### config.mk
export PLATFORM = sky130hd
export DESIGN_NAME = gpi_ctrl
export DESIGN_NICKNAME = d
export VERILOG_FILES = /design/src/rtl/core/gpi_pkg.sv /design/src/rtl/core/gpi_ctrl.sv
export VERILOG_INCLUDE_DIRS = /design/src /design/src/rtl/core
export SDC_FILE = /design/constraint.sdc
export NUM_CORES = 1
export LEC_CHECK = 0
export BUFFER_PORTS_ARGS = -buffer_cell sky130_fd_sc_hd__clkbuf_2
export CORE_AREA = 2 2 46 48
export CTS_BUF_LIST = sky130_fd_sc_hd__clkbuf_4 sky130_fd_sc_hd__clkbuf_8
export DETAILED_ROUTE_END_ITERATION = 12
export DIE_AREA = 0 0 48 50
export PLACE_DENSITY = 0.89
export SKIP_LAST_GASP = 1
export SLEW_MARGIN = 20
export SYNTH_ARGS = -nofsm -noshare
export SYNTH_HDL_FRONTEND = slang
export SYNTH_SLANG_ARGS = --single-unit
### constraint.sdc
create_clock -name clk_i -period 3 [get_ports clk_i]
set_clock_uncertainty 0.15 [all_clocks]
set_input_delay 0 -clock clk_i [delete_from_list [all_inputs] [get_ports clk_i]]
set_output_delay 0 -clock clk_i [all_outputs]
set_load 0.01 [all_outputs]
### src/rtl/core/gimbal_point_interpolator_top_defines.svh
// assertion macros shared by the gimbal point interpolator rtl
// no dependencies
`ifndef GIMBAL_POINT_INTERPOLATOR_TOP_DEFINES_SVH
`define GIMBAL_POINT_INTERPOLATOR_TOP_DEFINES_SVH

// antecedent implies consequent in the same cycle
`define GPI_ASSERT_IMP(label, ante, cons) \
  label: assert property (@(posedge clk_i) disable iff (!rst_ni) (ante) |-> (cons)) \
    else $error("gpi assertion failed");

// antecedent implies consequent in the next cycle
`define GPI_ASSERT_NEXT(label, ante, cons) \
  label: assert property (@(posedge clk_i) disable iff (!rst_ni) (ante) |=> (cons)) \
    else $error("gpi assertion failed");

`endif

### src/rtl/core/gpi_pkg.sv
// types, constants and the arctangent table of the gimbal point interpolator
// no dependencies
`default_nettype none

package gpi_pkg;

  localparam int STEPS        = 100;
  localparam int CORDIC_ITERS = 16;

  localparam int STEP_W  = $clog2(STEPS + 1);
  localparam int ITER_W  = $clog2(CORDIC_ITERS);
  localparam int COORD_W = 16;
  localparam int DIST_W  = 15;
  localparam int DEN_W   = DIST_W + STEP_W;
  localparam int NUM_W   = COORD_W + STEP_W + 1;
  localparam int CW      = NUM_W + 10;
  localparam int ANG_W   = 32;
  localparam int MAG_W   = 26;
  localparam int V_W     = 26;
  localparam int PWM_W   = 11;
  localparam int PWM_FULL_W = 21;

  localparam logic signed [ANG_W-1:0] THETA_HOME = ANG_W'(135 * 65536);
  localparam logic signed [ANG_W-1:0] PHI_MAX    = ANG_W'(180 * 65536);

  localparam logic [26:0] DIV100_M = 27'd85899346;
  localparam int          DIV100_S = 33;

  localparam logic [15:0] PHI_HALF   = 16'd90;
  localparam logic [15:0] THETA_HALF = 16'd135;
  localparam logic [19:0] PHI_M      = 20'd745655;
  localparam int          PHI_S      = 27;
  localparam logic [19:0] THETA_M    = 20'd994206;
  localparam int          THETA_S    = 28;
  localparam logic [PWM_W-1:0] PWM_BASE      = PWM_W'(250);
  localparam logic [PWM_W-1:0] THETA_PWM_MAX = PWM_W'(1300);

  typedef enum logic [3:0] {
    ST_IDLE,
    ST_LOADX,
    ST_ITERX,
    ST_LOADZ,
    ST_ITERZ,
    ST_DIFF,
    ST_DIV,
    ST_SUM,
    ST_PWM
  } gpi_state_e;

  typedef struct packed {
    logic              load_move;
    logic              load_x;
    logic              load_z;
    logic              iter;
    logic              diff;
    logic              div;
    logic              sum;
    logic              pwm_wr;
    logic              finish;
    logic [ITER_W-1:0] iter_idx;
    logic [STEP_W-1:0] step;
  } gpi_cmd_t;

  typedef struct packed {
    logic out_busy;
  } gpi_stat_t;

  // atan(2^-i) * 57.3 in q15.16
  function automatic logic [ANG_W-1:0] atan_entry(input logic [4:0] idx);
    logic [ANG_W-1:0] v;
    case (idx)
      5'd0:    v = 32'd2949337;
      5'd1:    v = 32'd1741095;
      5'd2:    v = 32'd919947;
      5'd3:    v = 32'd466979;
      5'd4:    v = 32'd234396;
      5'd5:    v = 32'd117312;
      5'd6:    v = 32'd58670;
      5'd7:    v = 32'd29337;
      5'd8:    v = 32'd14669;
      5'd9:    v = 32'd7334;
      5'd10:   v = 32'd3667;
      5'd11:   v = 32'd1834;
      5'd12:   v = 32'd917;
      5'd13:   v = 32'd458;
      5'd14:   v = 32'd229;
      5'd15:   v = 32'd115;
      5'd16:   v = 32'd57;
      5'd17:   v = 32'd29;
      5'd18:   v = 32'd14;
      5'd19:   v = 32'd7;
      5'd20:   v = 32'd4;
      5'd21:   v = 32'd2;
      5'd22:   v = 32'd1;
      default: v = 32'd0;
    endcase
    return v;
  endfunction

endpackage

`default_nettype wire

### src/rtl/core/gpi_ctrl.sv
// sequencing state machine of the gimbal point interpolator
// depends on gpi_pkg and gimbal_point_interpolator_top_defines.svh
`default_nettype none
`include "gimbal_point_interpolator_top_defines.svh"

module gpi_ctrl
  import gpi_pkg::*;
(
  input  wire logic clk_i,
  input  wire logic rst_ni,
  input  wire logic in_valid_i,
  input  wire logic in_op_i,
  output logic      in_ready_o,
  input  gpi_stat_t stat_i,
  output gpi_cmd_t  cmd_o
);

  gpi_state_e        state_q, state_d;
  logic [STEP_W-1:0] step_q, step_d;
  logic [ITER_W-1:0] iter_q, iter_d;
  logic              accept;
  logic              iter_last;

  assign accept    = in_valid_i && in_ready_o;
  assign iter_last = (iter_q == ITER_W'(CORDIC_ITERS - 1));

  always_ff @(posedge clk_i or negedge rst_ni) begin
    if (!rst_ni) begin
      state_q <= ST_IDLE;
      step_q  <= '0;
      iter_q  <= '0;
    end else begin
      state_q <= state_d;
      step_q  <= step_d;
      iter_q  <= iter_d;
    end
  end

  always_comb begin
    state_d    = state_q;
    step_d     = step_q;
    iter_d     = iter_q;
    in_ready_o = 1'b0;
    cmd_o      = '0;
    cmd_o.step     = step_q;
    cmd_o.iter_idx = iter_q;
    case (state_q)
      ST_IDLE: begin
        in_ready_o = 1'b1;
        if (accept) begin
          if (!in_op_i && step_q == '0) begin
            cmd_o.load_move = 1'b1;
            step_d          = STEP_W'(1);
          end else if (in_op_i && step_q != '0) begin
            state_d = ST_LOADX;
          end
        end
      end
      ST_LOADX: begin
        cmd_o.load_x = 1'b1;
        iter_d       = '0;
        state_d      = ST_ITERX;
      end
      ST_ITERX: begin
        cmd_o.iter = 1'b1;
        iter_d     = iter_q + 1'b1;
        if (iter_last) begin
          state_d = ST_LOADZ;
        end
      end
      ST_LOADZ: begin
        cmd_o.load_z = 1'b1;
        iter_d       = '0;
        state_d      = ST_ITERZ;
      end
      ST_ITERZ: begin
        cmd_o.iter = 1'b1;
        iter_d     = iter_q + 1'b1;
        if (iter_last) begin
          state_d = ST_DIFF;
        end
      end
      ST_DIFF: begin
        cmd_o.diff = 1'b1;
        state_d    = ST_DIV;
      end
      ST_DIV: begin
        cmd_o.div = 1'b1;
        state_d   = ST_SUM;
      end
      ST_SUM: begin
        cmd_o.sum = 1'b1;
        state_d   = ST_PWM;
      end
      ST_PWM: begin
        if (!stat_i.out_busy) begin
          cmd_o.pwm_wr = 1'b1;
          state_d      = ST_IDLE;
          if (step_q >= STEP_W'(STEPS)) begin
            cmd_o.finish = 1'b1;
            step_d       = '0;
          end else begin
            step_d = step_q + 1'b1;
          end
        end
      end
      default: begin
        state_d = ST_IDLE;
      end
    endcase
  end

  `GPI_ASSERT_IMP(a_step_range, 1'b1, step_q <= STEP_W'(STEPS))
  `GPI_ASSERT_NEXT(a_tick_starts, accept && in_op_i && step_q != '0, state_q == ST_LOADX)
  `GPI_ASSERT_NEXT(a_pwm_holds, state_q == ST_PWM && stat_i.out_busy, state_q == ST_PWM)
  `GPI_ASSERT_NEXT(a_finish_idle, cmd_o.finish, step_q == '0 && state_q == ST_IDLE)

endmodule

`default_nettype wire

==> impl_metrics.ini <==
[min_path]
holdCritPathClass = input port to asynchronous set/reset pin

[sta]
setup_viol = 0
rsz0062_at_grt = no
final.min_clock_period_ns = 1.96
period_share = 0.654
maxSlewViolCount = 0
worst_pin_slew_ns = 0.534
clock.fmax_mhz = 510
hold_viol_final = 0
finalSetupTns_ns = 0
slew_headroom = 0.644

[cells_and_area]
layout-drive-gt1-share = 0.275
layout.cells.most_common = clkbuf_2
diodes = 0
utilization = 0.636
nNetsFinal = 151
final_cell_mix = 25 x clkbuf_2, 15 x dfrtp_1, 13 x nand2_1
syn2layout_area_growth_pct = 17.7

[pwr]
p_leak_nw = 0.604
powerDensity_nw_per_um2 = 882
swShare = 0.466
p_sw_mw = 0.497
pwr-share-clk = 0.110
cell_internal_pwr_mw = 0.569
seqPwrFrac = 0.391
peakVddDrop_mv = 0.799
comb_power_share = 0.500

[cts]
cts.clk_slew.worst_paths_ns = 0.09
worstSkewPairLatency_ns = 0.28
tritoncts = done
cts.repair.resized = 0
clock-sinks = 15
cts_buffer_depth = 2
h-tree-depth = 1
clockRootBuffer = clkbuf_4
cts_inserted_buffers = 3
cts_setup_buffers = 0
postCtsHoldBufs = 3

[route]
drc = 0
drt_iter0_drc = 37
viasPerCell = 5.78
firstDrtPassIters = 4
detailroute.via_count = 976
ant_nets = 0
wire_per_inst_um = 13.8
wl_um = 2340

[setup_path]
reg2reg_to = step_q[3]
cpPeakStageDelay_ns = 0.42
rr_worst_depth = 6
required_ns = 3.02
startpoint_type = flip-flop
setup.worst_path.class = flip-flop to flip-flop
crit_fanout = 7
crit_chain = inv_1, ha_1, nor4bb_1, a31o_2, nand2_4, a221o_1
worst_path_max_delay_cell = dfrtp_1
r2r_slack_ns = 1.04
end_kind = flip-flop
reg2reg_from = step_q[0]
worstPathArrival_ns = 1.98

[die]
io_pins = 26
initial_utilization = 0.540
core_area_um2 = 1900
die_area_um2 = 2400
die_x_um = 48
die_h_um = 50
rows = 16

[yosys]
synth_nets = 123
syn_inst = 115
ys_seq_area_frac = 0.365
ys_ff_latch = 15
synth-edff-count = 0
synthArstFlopShare = 1.00
yosys_warnings = 0
synthesis.area_um2 = 1030
synth_area_per_cell_um2 = 8.93
synth_cell_type_count = 41
synth_flop_cell = dfrtp_1

[status]
outcome = finished, final reports clean

[grt]
antenna_found_initial = 0
gr-usage-all-layers = 0.225
grt_pass1_vias = 877
grt-ovfl-total = 0
grt_max_degree = 16
grt_pass1_wl_um = 3990

[place]
gp_congestion = 0.790
numPortBuffers = 25
dpl.hpwl_um = 1690

[job]
cap_violations = 0
-- power by group through the flow --
stage                     Sequential, mW  Clock [mW]  Combinational, mW
after global placement             0.411           0              0.506
after CTS                          0.413       0.118              0.533
final                              0.417       0.117              0.533
after detailed placement           0.419           0              0.528
after floorplan                    0.368           0              0.429
after global routing               0.436       0.126              0.601
-- cell usage after synthesis (all sizes together) (2+ instances only) --
cell type,n,area (um2)
dfrtp,15,375
nand2,14,60.1
inv,7,26.3
nand3,7,35.0
nor2,7,26.3
o21ai,7,35.0
and3,5,32.5
nor3,5,36.3
a21oi,4,20.0
nor2b,4,25.0
a221o,3,30.0
a22o,3,28.8
buf,3,27.5
ha,3,37.5
a22oi,2,15.0
a31o,2,17.5
clkbuf,2,7.51
nor3b,2,15.0
nor4,2,12.5
xor2,2,17.5
-- cell type report --
class,instances,area (um2)
tap,27,33.8
clock buffer,3,22.5
sequential,15,375
timing repair buffer,28,155
inverter,7,26.3
clock inverter,1,5.00
multi-input combinational,88,591
fill,170,693
-- worst max-delay path by stage --
stage              start        end  slack, ns  cells past startpoint
2_1_floorplan  step_q[0]  step_q[3]       1.20                      6
3_3_place_gp   step_q[0]  step_q[2]       1.19                      6
3_5_place_dp   step_q[0]  step_q[3]       1.09                      6
4_1_cts        step_q[0]  step_q[3]       1.08                      6
5_1_grt        step_q[0]  step_q[3]       0.94                      6
6_report       step_q[0]  step_q[3]       1.04                      6
-- worst max-delay path, delay by kind of cell, from the launching register on --
| family | cells | cell delay [ns] |
|---|---|---|
| compound gates | 2 | 0.61 |
| fa+ha+maj | 1 | 0.18 |
| buf+inv | 1 | 0.12 |
| flops | 1 | 0.42 |
| simple gates | 2 | 0.38 |
-- logic make-up (layout without fill, tap and decap cells) --
group	after synthesis	in the layout	synth area share
multiplexers	1	1	0.00974
XOR/XNOR	3	3	0.0256
adder cells (fa/ha/maj)	3	3	0.0365
AND/OR/NAND/NOR	51	51	0.276
buffers and inverters	12	39	0.0597
AO/OA/AOI/OAI	30	30	0.227
flip-flops	15	15	0.365
-- layer usage --
metal	vias up	part of all wire	global-route usage
met5	-	0	0
met4	0	0.0090	0.0721
met3	2	0.038	0.0330
met2	34	0.48	0.338
met1	459	0.47	0.326
li1	481	-	-
-- state kept, by name (all words and copies together), names as in the netlist --
register  cells
step_q        7
iter_q        4
state_q       4
-- stage by stage --
stage          setup WS, ns  area (um2)  total power, mW  std cells  hold WS, ns
2_1_floorplan          1.20        1030            0.797        115       -0.446
3_3_place_gp           1.19        1150            0.918        162       -0.217
3_5_place_dp           1.09        1150            0.947        162       -0.215
4_1_cts                1.08        1210             1.06        169       0.0147
5_1_grt               0.945        1210             1.16        169       0.0360
6_report               1.04        1210             1.07        169       0.0109
(Power assumes the default switching activity.)
